## config.mk

```make
export PLATFORM = sky130hd
export DESIGN_NAME = lsystem_curve_point_generator_top
export DESIGN_NICKNAME = d
export VERILOG_FILES = /design/src/hdl/lscpg_pkg.sv /design/src/hdl/lsystem_curve_point_generator_top.sv
export SDC_FILE = /design/constraint.sdc
export NUM_CORES = 1
export LEC_CHECK = 0
export ABC_CLOCK_PERIOD_IN_PS = 6800
export BUFFER_PORTS_ARGS = -buffer_cell sky130_fd_sc_hd__buf_2
export CORE_UTILIZATION = 65
export CTS_CLUSTER_DIAMETER = 150
export CTS_CLUSTER_SIZE = 16
export DETAILED_ROUTE_END_ITERATION = 16
export PLACE_DENSITY_LB_ADDON = 0.08
export SETUP_SLACK_MARGIN = 0.2
export SLEW_MARGIN = 20
export SYNTH_ARGS = -nofsm -noshare
export SYNTH_HDL_FRONTEND = slang
export SYNTH_SLANG_ARGS = --single-unit
```

## constraint.sdc

```tcl
create_clock -name clk_i -period 6.8 [get_ports clk_i]
set_input_delay 1.02 -clock clk_i [delete_from_list [all_inputs] [get_ports clk_i]]
set_output_delay 1.02 -clock clk_i [all_outputs]
set_load 0.01 [all_outputs]
```

## src/hdl/lscpg_pkg.sv

```systemverilog
package lscpg_pkg;

  localparam int unsigned OpsW       = 48;
  localparam int unsigned LenW       = 5;
  localparam int unsigned CfgIdxW    = 3;
  localparam int unsigned PosW       = 16;
  localparam int unsigned AddrW      = 32;
  localparam int unsigned StackDepth = 16;
  localparam int unsigned MaxRuleLen = 16;
  localparam int unsigned OpBudget   = 65536;
  localparam int unsigned BudgetW    = $clog2(OpBudget + 1);

  localparam logic [OpsW-1:0] RuleZeroOpsRst = 48'd1615606817;
  localparam logic [LenW-1:0] RuleZeroLenRst = 5'd11;
  localparam logic [OpsW-1:0] RuleOneOpsRst  = 48'd2553299482;
  localparam logic [LenW-1:0] RuleOneLenRst  = 5'd11;
  localparam logic [LenW-1:0] CurveOrderRst  = 5'd4;

  typedef enum logic [CfgIdxW-1:0] {
    REG_RULE_ZERO_OPS = 3'd0,
    REG_RULE_ZERO_LEN = 3'd1,
    REG_RULE_ONE_OPS  = 3'd2,
    REG_RULE_ONE_LEN  = 3'd3,
    REG_CURVE_ORDER   = 3'd4
  } cfg_reg_e;

  typedef enum logic [2:0] {
    OP_FORWARD    = 3'd0,
    OP_TURN_LEFT  = 3'd1,
    OP_TURN_RIGHT = 3'd2,
    OP_CALL_ZERO  = 3'd3,
    OP_CALL_ONE   = 3'd4
  } op_e;

  typedef struct packed {
    logic            rule;
    logic [LenW-1:0] pos;
  } frame_t;

  function automatic logic [LenW-1:0] clip_len(input logic [LenW-1:0] len);
    clip_len = (len > LenW'(MaxRuleLen)) ? LenW'(MaxRuleLen) : len;
  endfunction

endpackage

```

## src/hdl/lsystem_curve_point_generator_top.sv

```systemverilog
// Channel  | Dir | tdata (low bit up)                        | tuser
// s_axis   | in  | restart [0], zero fill to 8 bits          | -
// m_axis   | out | point_x [15:0], point_y [31:16],          | point_valid [0]
//          |     | raster_address [63:32]                    |
// cfg      | in  | cfg_we_i, cfg_index_i, cfg_wdata_i (48 bits), no read-back
//
// One op of the walk runs per cycle in the sequencer, except where a pop also waits in ST_LOAD
// for the stack memory read or stays in ST_RUN to see the empty stack; ST_FIN then loads
// the result register, after which the sequencer is idle again.
// s_axis_tready_o is high only while the sequencer is idle; the result register holds
// one finished point, so a stalled m_axis blocks the next result, not the next transfer.
// Reset clears the walk and loads the Hilbert rules with order 4.
module lsystem_curve_point_generator_top #(
  parameter int unsigned STACK_DEPTH = lscpg_pkg::StackDepth
) (
  input  logic                           clk_i,
  input  logic                           rst_ni,
  input  logic                           s_axis_tvalid_i,
  output logic                           s_axis_tready_o,
  input  logic [7:0]                     s_axis_tdata_i,   // restart
  output logic                           m_axis_tvalid_o,
  input  logic                           m_axis_tready_i,
  output logic [63:0]                    m_axis_tdata_o,   // point_x, point_y, raster_address
  output logic [0:0]                     m_axis_tuser_o,   // point_valid
  input  logic                           cfg_we_i,
  input  logic [lscpg_pkg::CfgIdxW-1:0]  cfg_index_i,
  input  logic [lscpg_pkg::OpsW-1:0]     cfg_wdata_i
);

  localparam int unsigned HW = $clog2(STACK_DEPTH + 1);
  localparam int unsigned AW = $clog2(STACK_DEPTH);
  localparam int unsigned CW = (HW > lscpg_pkg::LenW) ? HW : lscpg_pkg::LenW;
  localparam int unsigned LW = lscpg_pkg::LenW;
  localparam int unsigned PW = lscpg_pkg::PosW;
  localparam int unsigned BW = lscpg_pkg::BudgetW;

  typedef enum logic [1:0] {
    ST_IDLE,
    ST_RUN,
    ST_LOAD,
    ST_FIN
  } state_e;

  typedef enum logic [1:0] {
    PH_NOT_STARTED,
    PH_WALKING,
    PH_FINISHED
  } phase_e;

  logic [lscpg_pkg::OpsW-1:0] rule_zero_ops_q, rule_one_ops_q;
  logic [LW-1:0]              rule_zero_len_q, rule_one_len_q, curve_order_q;

  state_e            state_q, state_d;
  phase_e            phase_q, phase_d;
  logic [HW-1:0]     height_q, height_d;
  lscpg_pkg::frame_t top_q, top_d;
  logic [PW-1:0]     pos_x_q, pos_x_d, pos_y_q, pos_y_d;
  logic [1:0]        heading_q, heading_d;
  logic [BW-1:0]     budget_q, budget_d;
  logic              res_valid_q, res_valid_d;
  logic              m_valid_q, m_valid_d;
  logic [63:0]       m_data_q, m_data_d;
  logic              m_user_q, m_user_d;

  lscpg_pkg::frame_t frame_mem [STACK_DEPTH];
  lscpg_pkg::frame_t rd_frame_q;
  logic              mem_we, mem_re;
  logic [AW-1:0]     mem_waddr, mem_raddr;
  lscpg_pkg::frame_t mem_wdata;

  logic                       s_xfer;
  logic [lscpg_pkg::OpsW-1:0] cur_ops, op_shift;
  logic [LW-1:0]              cur_len;
  logic [2:0]                 op;
  logic                       push_ok;
  logic [lscpg_pkg::AddrW-1:0] x_ext, y_ext, raster;

  assign s_xfer    = s_axis_tvalid_i && s_axis_tready_o;
  assign cur_ops   = top_q.rule ? rule_one_ops_q : rule_zero_ops_q;
  assign cur_len   = lscpg_pkg::clip_len(top_q.rule ? rule_one_len_q : rule_zero_len_q);
  assign op_shift  = cur_ops >> (7'(top_q.pos) * 7'd3);
  assign op        = op_shift[2:0];
  assign push_ok   = (CW'(height_q) < CW'(curve_order_q)) &&
                     (height_q < HW'(STACK_DEPTH));
  assign x_ext     = {{(lscpg_pkg::AddrW - PW){pos_x_q[PW-1]}}, pos_x_q};
  assign y_ext     = {{(lscpg_pkg::AddrW - PW){pos_y_q[PW-1]}}, pos_y_q};
  assign raster    = (y_ext << curve_order_q) + x_ext;

  always_comb begin
    state_d     = state_q;
    phase_d     = phase_q;
    height_d    = height_q;
    top_d       = top_q;
    pos_x_d     = pos_x_q;
    pos_y_d     = pos_y_q;
    heading_d   = heading_q;
    budget_d    = budget_q;
    res_valid_d = res_valid_q;
    m_valid_d   = m_valid_q && !m_axis_tready_i;
    m_data_d    = m_data_q;
    m_user_d    = m_user_q;
    mem_we      = 1'b0;
    mem_re      = 1'b0;
    mem_waddr   = AW'(height_q - HW'(1));
    mem_raddr   = AW'(height_q - HW'(2));
    mem_wdata   = '{rule: top_q.rule, pos: top_q.pos + LW'(1)};

    case (state_q)
      ST_IDLE: begin
        if (s_xfer) begin
          budget_d = '0;
          state_d  = ST_FIN;
          if (s_axis_tdata_i[0] || (phase_q == PH_NOT_STARTED)) begin
            pos_x_d     = '0;
            pos_y_d     = '0;
            heading_d   = '0;
            top_d       = '{rule: 1'b0, pos: '0};
            height_d    = HW'(1);
            phase_d     = PH_WALKING;
            res_valid_d = 1'b1;
          end else if (phase_q == PH_FINISHED) begin
            res_valid_d = 1'b0;
          end else begin
            state_d = ST_RUN;
          end
        end
      end
      ST_RUN: begin
        if (budget_q == BW'(lscpg_pkg::OpBudget)) begin
          res_valid_d = 1'b0;
          state_d     = ST_FIN;
        end else if (height_q == '0) begin
          phase_d     = PH_FINISHED;
          res_valid_d = 1'b0;
          state_d     = ST_FIN;
        end else begin
          budget_d = budget_q + BW'(1);
          if (top_q.pos >= cur_len) begin
            height_d = height_q - HW'(1);
            if (height_q > HW'(1)) begin
              mem_re  = 1'b1;
              state_d = ST_LOAD;
            end
          end else begin
            top_d.pos = top_q.pos + LW'(1);
            case (op)
              lscpg_pkg::OP_FORWARD: begin
                case (heading_q)
                  2'd0:    pos_x_d = pos_x_q + PW'(1);
                  2'd1:    pos_y_d = pos_y_q + PW'(1);
                  2'd2:    pos_x_d = pos_x_q - PW'(1);
                  default: pos_y_d = pos_y_q - PW'(1);
                endcase
                res_valid_d = 1'b1;
                state_d     = ST_FIN;
              end
              lscpg_pkg::OP_TURN_LEFT:  heading_d = heading_q + 2'd1;
              lscpg_pkg::OP_TURN_RIGHT: heading_d = heading_q + 2'd3;
              lscpg_pkg::OP_CALL_ZERO, lscpg_pkg::OP_CALL_ONE: begin
                if (push_ok) begin
                  mem_we   = 1'b1;
                  top_d    = '{rule: (op == lscpg_pkg::OP_CALL_ONE), pos: '0};
                  height_d = height_q + HW'(1);
                end
              end
              default: ;
            endcase
          end
        end
      end
      ST_LOAD: begin
        top_d   = rd_frame_q;
        state_d = ST_RUN;
      end
      ST_FIN: begin
        if (!m_valid_q || m_axis_tready_i) begin
          m_valid_d = 1'b1;
          m_user_d  = res_valid_q;
          m_data_d  = res_valid_q ? {raster, pos_y_q, pos_x_q} : '0;
          state_d   = ST_IDLE;
        end
      end
      default: state_d = ST_IDLE;
    endcase
  end

  always_ff @(posedge clk_i or negedge rst_ni) begin
    if (!rst_ni) begin
      rule_zero_ops_q <= lscpg_pkg::RuleZeroOpsRst;
      rule_zero_len_q <= lscpg_pkg::RuleZeroLenRst;
      rule_one_ops_q  <= lscpg_pkg::RuleOneOpsRst;
      rule_one_len_q  <= lscpg_pkg::RuleOneLenRst;
      curve_order_q   <= lscpg_pkg::CurveOrderRst;
      state_q         <= ST_IDLE;
      phase_q         <= PH_NOT_STARTED;
      height_q        <= '0;
      top_q           <= '0;
      pos_x_q         <= '0;
      pos_y_q         <= '0;
      heading_q       <= '0;
      budget_q        <= '0;
      res_valid_q     <= 1'b0;
      m_valid_q       <= 1'b0;
      m_data_q        <= '0;
      m_user_q        <= 1'b0;
    end else begin
      if (cfg_we_i) begin
        case (cfg_index_i)
          lscpg_pkg::REG_RULE_ZERO_OPS: rule_zero_ops_q <= cfg_wdata_i;
          lscpg_pkg::REG_RULE_ZERO_LEN: rule_zero_len_q <= cfg_wdata_i[LW-1:0];
          lscpg_pkg::REG_RULE_ONE_OPS:  rule_one_ops_q  <= cfg_wdata_i;
          lscpg_pkg::REG_RULE_ONE_LEN:  rule_one_len_q  <= cfg_wdata_i[LW-1:0];
          lscpg_pkg::REG_CURVE_ORDER:   curve_order_q   <= cfg_wdata_i[LW-1:0];
          default: ;
        endcase
      end
      state_q     <= state_d;
      phase_q     <= phase_d;
      height_q    <= height_d;
      top_q       <= top_d;
      pos_x_q     <= pos_x_d;
      pos_y_q     <= pos_y_d;
      heading_q   <= heading_d;
      budget_q    <= budget_d;
      res_valid_q <= res_valid_d;
      m_valid_q   <= m_valid_d;
      m_data_q    <= m_data_d;
      m_user_q    <= m_user_d;
    end
  end

  always_ff @(posedge clk_i) begin
    if (mem_we) begin
      frame_mem[mem_waddr] <= mem_wdata;
    end
    if (mem_re) begin
      rd_frame_q <= frame_mem[mem_raddr];
    end
  end

  assign s_axis_tready_o = (state_q == ST_IDLE);
  assign m_axis_tvalid_o = m_valid_q;
  assign m_axis_tdata_o  = m_data_q;
  assign m_axis_tuser_o  = m_user_q;

  a_height_bound : assert property (@(posedge clk_i) disable iff (!rst_ni)
    height_q <= HW'(STACK_DEPTH))
    else $error("stack height above depth");

  a_busy_after_xfer : assert property (@(posedge clk_i) disable iff (!rst_ni)
    s_xfer |=> !s_axis_tready_o)
    else $error("ready while busy");

  a_invalid_zero : assert property (@(posedge clk_i) disable iff (!rst_ni)
    (m_axis_tvalid_o && !m_axis_tuser_o[0]) |-> (m_axis_tdata_o == '0))
    else $error("invalid result with nonzero data");

  a_load_has_parent : assert property (@(posedge clk_i) disable iff (!rst_ni)
    (state_q == ST_LOAD) |-> (height_q != '0))
    else $error("refill with empty stack");

endmodule
```

After elaboration in Yosys (flattened, before gate mapping)
Memory sizes are Yosys's and may differ from the RTL's. A register that Yosys moved wholly into a read port is not among the register bits.
Index checks and enable logic that the tools add are counted.
{"block": "classes", "add_sub_neg": 12, "mul": 1, "div": 0, "magnitude_cmp": 5, "eq_ne": 35, "shifts": 2, "mux": 83, "bitwise_logic": 0, "n_reduce_logical": 33}
{"cell": "16-bit two-way mux", "count": 10}
{"cell": "16-bit case mux with 2 select lines", "count": 4}
{"cell": "64-bit two-way mux", "count": 1}
{"cell": "17-bit two-way mux", "count": 3}
{"cell": "48-bit two-way mux", "count": 1}
{"cell": "48-bit by 7-bit right shift with 3-bit output", "count": 1}
{"cell": "5-bit two-way mux", "count": 9}
{"cell": "6-bit two-way mux", "count": 7}
{"cell": "2-bit two-way mux", "count": 18}
{"cell": "17-bit case mux with 2 select lines", "count": 1}
{"cell": "16-bit by 1-bit adder with 16-bit output (second input constant)", "count": 2}
{"cell": "32-bit adder", "count": 1}
{"cell": "32-bit by 5-bit << shifter with 32-bit output", "count": 1}
{"cell": "16-bit by 1-bit subtractor with 16-bit output (second input constant)", "count": 2}
{"cell": "8-bit AND reduction", "count": 3}
{"cell": "1-bit two-way mux", "count": 22}
{"cell": "6-bit case mux with 3 select lines", "count": 1}
{"cell": "17-bit by 1-bit adder with 17-bit output (second input constant)", "count": 1}
{"cell": "17-bit equality test (second input constant)", "count": 1}
{"cell": "2-bit inequality test (second input constant)", "count": 8}
{"cell": "7-bit AND reduction", "count": 2}
{"cell": "3-bit by 2-bit equality test with 1-bit output (second input constant)", "count": 4}
{"cell": "2-bit case mux with 2 select lines", "count": 3}
{"cell": "2-bit AND reduction", "count": 6}
{"cell": "other kinds (37)", "count": 59}
{"block": "word_totals", "regBits": 244, "latchBits": 0, "mem_bits_rw": 96, "romBits": 0, "output_inout_bits": 67, "wordCells": 190, "memories": 1}
{"memory": "frame_mem", "words": 16, "width": 6, "read_ports": 1, "rd_clocked_by_memory_dff": 1, "wr": 1, "line": "lsystem_curve_point_generator_top.sv:65", "text": "lscpg_pkg::frame_t frame_mem [STACK_DEPTH];"}

Longest topological paths before layout
Gate-level depths: netlist of run 1.
{"block": "depth", "ltp_word": 11, "ltp_mapped": 22, "ltp_nobuf": 18}

Worst setup path after synthesis of run 1
No wires, ideal clock.
{"block": "synth_path", "path_type": "register -> register", "start": "register curve_order_q[0]", "end": "register m_data_q[55] (netlist: m_axis_tdata_o[55])", "setup_time_ps": 122, "arrival_time_ps": 4156, "t_required_ps": 6678, "slack_ps": 2523, "stages_incl_launch_ff": 18, "n_path_buf": 3, "period_less_slack_ps": 4277, "cell_sequence": "dfrtp_1 > clkbuf_1 > clkbuf_1 > clkbuf_1 > mux2i_1 > a21oi_1 > nand2_1 > nand2_1 > o21ai_0 > nor2_1 > ha_1 > a21o_1 > o41ai_1 > a21oi_1 > nor3_1 > o221ai_1 > or3_1 > a32o_1"}
{"block": "synth_via", "elab_chain_cells": 3}
{"item": "from (decl)", "line": "lsystem_curve_point_generator_top.sv:51", "text": "logic [LW-1:0] rule_zero_len_q, rule_one_len_q, curve_order_q;"}
{"item": "from (signal assigned)", "line": "lsystem_curve_point_generator_top.sv:193", "text": "curve_order_q <= lscpg_pkg::CurveOrderRst;"}
{"item": "from (signal assigned)", "line": "lsystem_curve_point_generator_top.sv:213", "text": "lscpg_pkg::REG_CURVE_ORDER: curve_order_q <= cfg_wdata_i[LW-1:0];"}
{"item": "32-bit by 5-bit << shifter with 32-bit output", "line": "lsystem_curve_point_generator_top.sv:87", "text": "assign raster = (y_ext << curve_order_q) + x_ext;"}
{"item": "32-bit adder", "line": "lsystem_curve_point_generator_top.sv:87"}
{"item": "64-bit two-way mux", "line": "lsystem_curve_point_generator_top.sv:179", "text": "m_data_d = res_valid_q ? {raster, pos_y_q, pos_x_q} : '0;"}
{"item": "to (signal assigned)", "line": "lsystem_curve_point_generator_top.sv:227", "text": "m_data_q <= m_data_d;"}
{"item": "to (decl)", "line": "lsystem_curve_point_generator_top.sv:62", "text": "logic [63:0] m_data_q, m_data_d;"}
Every way passes these cells.
A chain may end at the register's enable or synchronous reset.

Worst setup path in the final report of run 1
{"block": "layout_path", "start": "register curve_order_q[3]", "end": "register m_data_q[60] (netlist: m_axis_tdata_o[60])"}
The elaborated chain is that of the path after synthesis.

==> impl_metrics.toml, run 1 <==
[worst_setup_path]
crit_family = "compound AO/OA/AOI/OAI gates"
end_kind = "flop"
cp.arrival_ns = 5.34
cp_common_cell = "o21ai_0"
worst-path-max-fanout = 25
worstSetupPathType = "flop to flop"
worstPathRequired_ns = 7.19
cpMaxStageDelayCell = "dfrtp_1"
path_cells = "clkinv_1 > nand2_1 > nor2_1 > ha_1 > inv_1 > fa_1 > nor2b_1 > o31a_1 > o41ai_1 > o21bai_1 > a21oi_1 > o21ai_0 > a31oi_1 > xor2_1 > o21ai_0"
slowest_delay_ns = 0.82
start_kind = "flop"
crit_buf_inv = 2

[cells_and_area]
drive_above_1_share = 0.218
layout.nets = 1911
seq_area_mm2 = 0.00920
num-fill-cells = 2089
multi_input_comb_area_mm2 = 0.00925
area_delta_synth_final_pct = 8.86

[global_route]
met3_usage = 0.0478
grt-busiest-layer = "met2"
grt_start_max_net_pins = 165
grt_overflow = 0
grt_util_met1 = 0.385
use_met2 = 0.491
antenna_found_initial = 1
grt_pass1_vias = 13200
grtUsageTotal = 0.289
grt_pass1_wl_um = 67300

[clocking]
htree_levels = 1
numCtsBuffers = 25
clockBufferDepth = 3
post-cts-setup-buffers = 0
cts_resized = 0
clk_pin_slew_ns = 0.08
clock-root-buffer = "clkbuf_16"
cts_hold_buf = 0
cts_num_sinks = 346
cts_tree = "yes"
worstSkewPairLatency_ns = 0.56

[yosys]
yosysTopAreaCellShare = 0.287
ys.flop_type = "dfrtp_1"
synth_cell_types = 70
yosys_warnings = 0
synth_nets = 1825
yosys.area.top_type = "dfrtp_1"
ys_top_cells_by_area = "dfrtp_1, edfxtp_1, mux4_2"
synth_edf_count = 102
syn_avg_cell_area_um2 = 11.3
async_flop_share = 0.705
ys_ff_latch = 346
synthesis.area_mm2 = 0.0189
ys_seq_area_frac = 0.487
synthCells = 1675

[timing]
rsz0062_at_grt = "false"
period_share = 0.729
worst_slew_pin_slew_ns = 1.01
fin_crit_ns = 4.96
drv_slew = 0
hold_viol_final = 0
timing.setup.tns_ns = 0
finalWorstSetupSlack_ns = 1.84
relSlewSlack = 0.326
fmax_ghz = 0.202
fin_skew_ns = 0.0312
setup_viol = 0

[power]
irDropWorstVdd_uv = 279
p_leak_uw = 0.00892
cellPowerDensity_mw_per_mm2 = 402

[detailed_routing]
postRouteAntennaNets = 0
drtIter0Drc = 915
drt-total-wl_um = 42000
num_vias = 13400
drc = 0
wl_per_cell_um = 19.4
vias_per_cell = 6.18
drtPass1Iterations = 5

[placed_design]
dp_hpwl_um = 29400
pre_cts_slack_ns = 1.97
gp_congestion = 0.942
io_buffers = 123

[floorplan]
rows = 62
dieArea_mm2 = 0.0297
die_x_um = 172
core_mm2 = 0.0286
die_h_um = 172
initial_core_util = 0.660
io_pins = 131

[outcome]
status = "finished, final reports clean"

[run]
drv_cap = 0

[worst_hold_path]
hold_class = "input port to asynchronous set/reset pin"
==> synthesized netlist by cell type, types with 4 or more instances <==
cell type  number
a211o_1         4
a211oi_1       16
a21o_1         25
a21oi_1        80
a22o_1         21
a22oi_1        11
a31oi_1         9
and2_1          8
and3_1          7
buf_1           5
buf_2           4
clkbuf_1       68
clkinv_1        4
dfrtp_1       217
dfstp_2        27
edfxtp_1      102
ha_1           83
inv_1          37
mux2_2        117
mux2i_1        24
mux4_2         63
nand2_1       216
nand2b_1       16
nand3_1        65
nand3b_1        4
nand4_1         8
nor2_1        105
nor2b_1        21
nor3_1         28
nor4b_1         4
o211ai_1        5
o21a_1         12
o21ai_0        84
o21bai_1        6
o22ai_1         8
o31ai_1        21
o41ai_1        11
or2_2           4
or3_1          14
xnor2_1        34
xor2_1         32
==> cell usage in the layout (no fill, tap or decap), types with 9 or more instances in the layout <==
cell type,n
dfrtp_1,216
nand2_1,215
buf_2,122
mux2_2,117
nor2_1,105
edfxtp_1,102
o21ai_0,84
ha_1,83
a21oi_1,80
nand3_1,65
mux4_2,63
inv_1,37
xnor2_1,34
xor2_1,31
nor3_1,27
dfstp_2,27
a21o_1,25
clkbuf_16,25
mux2i_1,24
nor2b_1,21
o31ai_1,21
a22o_1,21
clkbuf_1,19
a211oi_1,16
nand2b_1,16
buf_4,15
or3_1,14
o21a_1,12
a22oi_1,11
o41ai_1,11
a31oi_1,9
==> state kept, by name (all words and copies together), names as in the netlist, 6 cells and up <==
name and flops:
frame_mem 96, m_axis_tdata_o 64, rule_one_ops_q 48, rule_zero_ops_q 48, budget_q 17, pos_x_q 16
pos_y_q 16, rd_frame_q 6
==> final timing paths <==
path	slack, ns	cells after the start	end	startpoint
worst max-delay path	1.84	15	m_axis_tdata_o[60]$_DFFE_PN0P_	curve_order_q[3]$_DFFE_PN0P_
min in group clk_i	0.46	2	m_axis_tdata_o[21]$_DFFE_PN0P_	m_axis_tdata_o[21]$_DFFE_PN0P_
worst min register to register	0.46	2	m_axis_tdata_o[21]$_DFFE_PN0P_	m_axis_tdata_o[21]$_DFFE_PN0P_
worst min-delay path	0.42	1	m_axis_tdata_o[52]$_DFFE_PN0P_	rst_ni
max in group asynchronous	5.07	2	rule_one_ops_q[36]$_DFFE_PN0P_	rst_ni
worst max register to register	1.84	15	m_axis_tdata_o[60]$_DFFE_PN0P_	curve_order_q[3]$_DFFE_PN0P_
==> stage by stage <==
stage               power [µW]   util  hold WS, ns  cell area (µm²)  instances
floorplan                 5830      -        0.432            18900       1675
global placement          6720  0.693        0.446            19800       2118
detailed placement        6850  0.693        0.451            19800       2118
CTS                       8270  0.718        0.449            20500       2164
global route              8840  0.718        0.466            20600       2164
finish                    8270  0.718        0.423            20600       2165
==> final cells by class <==
| class | instances | share of cell area |
|---|---|---|
| multi-input combinational | 1208 | 0.450 |
| sequential | 346 | 0.448 |
| timing repair buffer | 139 | 0.0369 |
| clock buffer | 44 | 0.0339 |
| tap | 384 | 0.0234 |
| inverter | 41 | 0.00748 |
| clock inverter | 2 | 0.000852 |
| antenna | 1 | 0.000122 |
==> routing by layer <==
metal  up-vias  routed length, µm
met5         -                  0
met4         0                900
met3        71               2480
met2       377              20500
met1      6565              18100
li1       6364                  -
==> power breakdown <==
group / internal (µW) / leakage (µW) / switching, µW
combinational: 1560 / 0.00456 / 2230
clock: 696 / 0.000339 / 712
sequential: 2660 / 0.00402 / 411
==> cell families after synthesis <==
family | Yosys count | synth area share
muxes | 204 | 0.158
DFF | 346 | 0.487
buffers and inverters | 121 | 0.0255
adders and majority gates | 86 | 0.0582
AOI/OAI and AO/OA | 341 | 0.118
xor gates and xnor gates | 66 | 0.0306
and+or+nand+nor | 511 | 0.123
Power figures use the tool's default switching activity.
==> run 2: changes to the inputs <==
--- a/config.mk
+++ b/config.mk
@@ -5,9 +5,9 @@
 export SDC_FILE = /design/constraint.sdc
 export NUM_CORES = 1
 export LEC_CHECK = 0
-export ABC_CLOCK_PERIOD_IN_PS = 6800
+export ABC_CLOCK_PERIOD_IN_PS = 4200
 export BUFFER_PORTS_ARGS = -buffer_cell sky130_fd_sc_hd__buf_2
-export CORE_UTILIZATION = 65
+export CORE_UTILIZATION = 55
 export CTS_CLUSTER_DIAMETER = 150
 export CTS_CLUSTER_SIZE = 16
 export DETAILED_ROUTE_END_ITERATION = 16
==> constraint.sdc (replaced) <==
create_clock -name clk_i -period 4.2 [get_ports clk_i]
set_input_delay 0.63 -clock clk_i [delete_from_list [all_inputs] [get_ports clk_i]]
set_output_delay 0.63 -clock clk_i [all_outputs]
set_load 0.01 [all_outputs]
==> impl_metrics.toml, run 2 (synthesized netlist as in run 1, its figures left out) <==
[clocking]
cts_hold_buf = 0
clock-root-buffer = "clkbuf_16"
worstSkewPairLatency_ns = 0.58
cts_tree = "yes"
clk_pin_slew_ns = 0.08
clockBufferDepth = 3
numCtsBuffers = 25
cts_num_sinks = 346
htree_levels = 1

[power]
p_leak_uw = 0.00922
irDropWorstVdd_uv = 447
cellPowerDensity_mw_per_mm2 = 648
report.power.total_uw = 13800

[placed_design]
io_buffers = 123
gp_congestion = 0.931
dp_hpwl_um = 31000
pre_cts_slack_ns = 0.164
dpl_cell_area_mm2 = 0.0203

[detailed_routing]
postRouteAntennaNets = 0
wl_per_cell_um = 19.4
drtIter0Drc = 1119
drt-total-wl_um = 44200
drtPass1Iterations = 5
num_vias = 13600
drc = 0
vias_per_cell = 5.95

[timing]
fin_skew_ns = 0.0312
relSlewSlack = 0.349
timing.setup.tns_ns = 0
hold_viol_final = 0
finalHoldWorstSlack_ns = 0.114
finalWorstSetupSlack_ns = 0.381
fin_crit_ns = 3.82
worst_slew_pin_slew_ns = 0.973
period_share = 0.909
rsz0062_at_grt = "true"
setup_viol = 0
fmax_ghz = 0.262
drv_slew = 0

[outcome]
status = "finished, final reports clean"

[worst_setup_path]
reg2reg_to = "m_axis_tdata_o[63]$_DFFE_PN0P_"
r2r_cells = 15
start_kind = "flop"
r2r-start = "curve_order_q[0]$_DFFE_PN0P_"
r2r_slack_ns = 0.38
end_kind = "flop"
crit_start = "curve_order_q[0]$_DFFE_PN0P_"
cp.arrival_ns = 4.28
endpoint = "m_axis_tdata_o[63]$_DFFE_PN0P_"
worstSetupPathType = "flop to flop"
worstPathRequired_ns = 4.66
worst-path-max-fanout = 6

[cells_and_area]
top_register = "frame_mem"
drive_above_1_share = 0.254
mostFrequentLayoutCell = "nand2_1"
final_cell_mix = "nand2_1, dfrtp_1, buf_2, mux2_2, nor2_1"
seq_area_mm2 = 0.00921
num-fill-cells = 2789
final_area_mm2 = 0.0212
multi_input_comb_area_mm2 = 0.00936
layout.nets = 1967
area_delta_synth_final_pct = 12.4
largest_reg_flops = 96

[global_route]
antenna_found_initial = 0
grt_pass1_wl_um = 71800
grt_pass1_vias = 13300
grt_overflow = 0
grt_start_max_net_pins = 105
grtUsageTotal = 0.254

[floorplan]
rows = 67
die_x_um = 187
die_h_um = 187
dieArea_mm2 = 0.0351
io_pins = 131
initial_core_util = 0.560
core_mm2 = 0.0337

[run]
drv_cap = 0

[worst_hold_path]
hold_class = "input port to asynchronous set/reset pin"
[run 2: layout make-up]
class	instances	area share
clock buffers	44	0.0328
clock inverters	2	0.00136
diodes	1	0.000118
inverters	41	0.00725
multi-input cells	1208	0.441
well taps	448	0.0264
flip-flops and latches	346	0.434
repair buffers	195	0.0572
[run 2: report_power, final]
part / internal (µW) / switching, µW / total [µW] / leakage [µW]
Clock: 1140 / 1180 / 2320 / 0.000344
Combinational: 2730 / 3800 / 6530 / 0.00486
Sequential: 4310 / 608 / 4920 / 0.00402
Total: 8170 / 5590 / 13800 / 0.00922
[run 2: what timing repair did]
action | 4_1_cts | 5_1_grt
endpoints found under the setup margin | 5 | 15
pin swaps | 0 | 6
setup buffers | 0 | 9
gates resized for setup | 1 | 30
[run 2: per-layer routing]
layer,up-vias,routed length [µm],track usage
met2,312,21900,0.430
met5,-,0,0
met4,0,933,0.0574
met1,6748,19600,0.350
li1,6469,-,-
met3,62,1790,0.0345
[run 2: worst min path at each step]
| stage | start | end | slack, ns | cells past startpoint |
|---|---|---|---|---|
| final | rst_ni | m_axis_tdata_o[46]$_DFFE_PN0P_ | 0.11 | 1 |
| after global routing | rst_ni | m_axis_tdata_o[52]$_DFFE_PN0P_ | 0.17 | 1 |
| after CTS | rst_ni | m_axis_tdata_o[51]$_DFFE_PN0P_ | 0.13 | 1 |
| after detailed placement | m_axis_tdata_o[22]$_DFFE_PN0P_ | m_axis_tdata_o[22]$_DFFE_PN0P_ | 0.45 | 2 |
| after global placement | m_axis_tdata_o[23]$_DFFE_PN0P_ | m_axis_tdata_o[23]$_DFFE_PN0P_ | 0.45 | 2 |
| after floorplan | rst_ni | budget_q[0]$_DFFE_PN0P_ | 0.33 | 0 |
[run 2: critical path, stage by stage (launching register included)]
cell      delay (ns)
dfrtp_2         0.42
buf_4           0.14
mux4_2          0.54
mux2i_2         0.24
and2_1          0.18
a211oi_2        0.05
ha_1            0.31
buf_4           0.16
a21oi_1         0.14
nor2_1          0.07
a221o_1         0.36
o211ai_1        0.29
nand4b_1        0.19
a211o_1         0.30
xnor2_1         0.13
o31ai_1         0.19
[run 2: metrics by stage]
stage / std cells / utilization
2_1_floorplan: 1675 / -
3_3_place_gp: 2229 / 0.602
3_5_place_dp: 2229 / 0.602
4_1_cts: 2275 / 0.623
5_1_grt: 2284 / 0.630
6_report: 2285 / 0.630
==> run 3: changes to the inputs <==
--- a/config.mk
+++ b/config.mk
@@ -7,13 +7,14 @@
 export LEC_CHECK = 0
 export ABC_CLOCK_PERIOD_IN_PS = 4200
 export BUFFER_PORTS_ARGS = -buffer_cell sky130_fd_sc_hd__buf_2
+export CAP_MARGIN = 20
 export CORE_UTILIZATION = 55
 export CTS_CLUSTER_DIAMETER = 150
 export CTS_CLUSTER_SIZE = 16
 export DETAILED_ROUTE_END_ITERATION = 16
 export PLACE_DENSITY_LB_ADDON = 0.08
-export SETUP_SLACK_MARGIN = 0.2
-export SLEW_MARGIN = 20
+export SETUP_SLACK_MARGIN = 0.4
+export SLEW_MARGIN = 0
 export SYNTH_ARGS = -nofsm -noshare
 export SYNTH_HDL_FRONTEND = slang
 export SYNTH_SLANG_ARGS = --single-unit
==> impl_metrics.toml, run 3 (synthesized netlist as in run 1, its figures left out) <==
[outcome]
status = "finished, final reports clean"

[floorplan]
core_mm2 = 0.0337
io_pins = 131
initial_core_util = 0.560
die_x_um = 187
rows = 67
dieArea_mm2 = 0.0351
die_h_um = 187

[worst_setup_path]
end_kind = "flop"
cp.arrival_ns = 4.26
worstPathRequired_ns = 4.67
start_kind = "flop"
worst-path-max-fanout = 13
worstSetupPathType = "flop to flop"

[cells_and_area]
top_register = "frame_mem"
final_cell_mix = "dfrtp_1, nand2_1, buf_2, mux2_2, nor2_1"
area_delta_synth_final_pct = 14.4
final_area_mm2 = 0.0216
largest_reg_flops = 96
final_core_util = 0.641
drive_above_1_share = 0.280
layout.nets = 1991
mostFrequentLayoutCell = "dfrtp_1"

[timing]
fin_skew_ns = 0.0315
worst_slew_pin_slew_ns = 1.01
fmax_ghz = 0.263
relSlewSlack = 0.328
period_share = 0.905
drv_slew = 0
finalWorstSetupSlack_ns = 0.401
fin_crit_ns = 3.80
setup_viol = 0
hold_viol_final = 0
timing.setup.tns_ns = 0
rsz0062_at_grt = "true"

[power]
p_seq_frac = 0.353
cellPowerDensity_mw_per_mm2 = 644
irDropWorstVdd_uv = 412
clock_power_share = 0.166
p_leak_uw = 0.00935
power_switching_uw = 5630
combPwrFrac = 0.481
internal_power_uw = 8280
report.power.total_uw = 13900
p_sw_frac = 0.405

[clocking]
cts_hold_buf = 0
worstSkewPairLatency_ns = 0.58
clockBufferDepth = 3
numCtsBuffers = 25
cts_num_sinks = 346
cts_tree = "yes"
clock-root-buffer = "clkbuf_16"
clk_pin_slew_ns = 0.08
htree_levels = 1

[detailed_routing]
drc = 0
postRouteAntennaNets = 0
drtIter0Drc = 911
wl_per_cell_um = 19.1
vias_per_cell = 5.92
num_vias = 13700
drt-total-wl_um = 44100
drtPass1Iterations = 7

[global_route]
grt_pass1_vias = 13500
grt_start_max_net_pins = 102
antenna_found_initial = 1
grt_pass1_wl_um = 71300
grt_overflow = 0
grtUsageTotal = 0.252

[placed_design]
pre_cts_slack_ns = 0.0597
gp_congestion = 0.920
dpl_cell_area_mm2 = 0.0203
io_buffers = 123
dp_hpwl_um = 30800

[run]
drv_cap = 0

[worst_hold_path]
hold_class = "input port to asynchronous set/reset pin"
[run 3: cell types whose count changed in the layout (fill, tap and decap cells not counted), moves of 5 or more]
| cell | previous run | this run |
|---|---|---|
| a21oi_1 | 77 | 71 |
| mux2i_4 | 1 | 6 |
| ha_2 | 0 | 7 |
| a21oi_2 | 3 | 8 |
| buf_4 | 66 | 88 |
| ha_1 | 83 | 74 |
[run 3: cell type report]
type / count / area [µm²]
clock buffer: 44 / 697
fill: 2751 / 12100
antenna: 1 / 2.50
timing repair buffer: 219 / 1420
sequential: 346 / 9210
inverter: 41 / 160
tap: 448 / 561
clock inverter: 2 / 28.8
multi-input combinational: 1208 / 9530
[run 3: path summary, 6_finish.rpt]
check	startpoint	to	slack, ns	depth (start not counted)
setup / recovery	curve_order_q[0]$_DFFE_PN0P_	m_axis_tdata_o[63]$_DFFE_PN0P_	0.40	13
hold / removal	rst_ni	m_axis_tdata_o[47]$_DFFE_PN0P_	0.08	1
setup reg to reg	curve_order_q[0]$_DFFE_PN0P_	m_axis_tdata_o[63]$_DFFE_PN0P_	0.40	13
hold reg to reg	m_axis_tdata_o[23]$_DFFE_PN0P_	m_axis_tdata_o[23]$_DFFE_PN0P_	0.46	2
max in group asynchronous	rst_ni	rule_zero_ops_q[12]$_DFFE_PN1P_	3.18	2
min in group clk_i	cfg_wdata_i[5]	rule_one_ops_q[5]$_DFFE_PN0P_	0.31	2
[run 3: what timing repair did]
item	CTS	global route
setup endpoints to repair	138	103
pin swaps	0	15
setup buffers	12	17
resized for setup	15	65
[run 3: stage by stage]
stage,std cells,hold WS [ns]
floorplan,1675,0.334
global placement,2231,0.446
detailed placement,2231,0.451
CTS,2289,0.104
global route,2308,0.150
finish,2309,0.0775
[run 3: worst max-delay path, cell delays in order (launching register included)]
cell,delay [ns]
dfrtp_2,0.48
buf_12,0.17
mux4_2,0.57
mux2i_4,0.21
mux2_2,0.20
nor2_1,0.06
ha_1,0.33
and2_4,0.19
a221o_1,0.34
o211ai_1,0.28
nand4b_1,0.18
a211o_1,0.33
xnor2_1,0.13
o31ai_1,0.23
[run 3: metal layers]
layer | vias up | share of wire | track usage
met3 | 66 | 0.040 | 0.0295
met4 | 0 | 0.023 | 0.0577
met1 | 6778 | 0.44 | 0.344
met2 | 307 | 0.49 | 0.432
li1 | 6510 | - | -
met5 | - | 0 | 0
[run 3: power groups by stage]
| stage | combinational (µW) | sequential, µW | clock (µW) |
|---|---|---|---|
| after floorplan | 4630 | 4820 | 0 |
| after global placement | 6200 | 4950 | 0 |
| after detailed placement | 6330 | 4990 | 0 |
| after CTS | 6460 | 4910 | 2370 |
| after global routing | 7380 | 5010 | 2470 |
| final | 6690 | 4910 | 2310 |
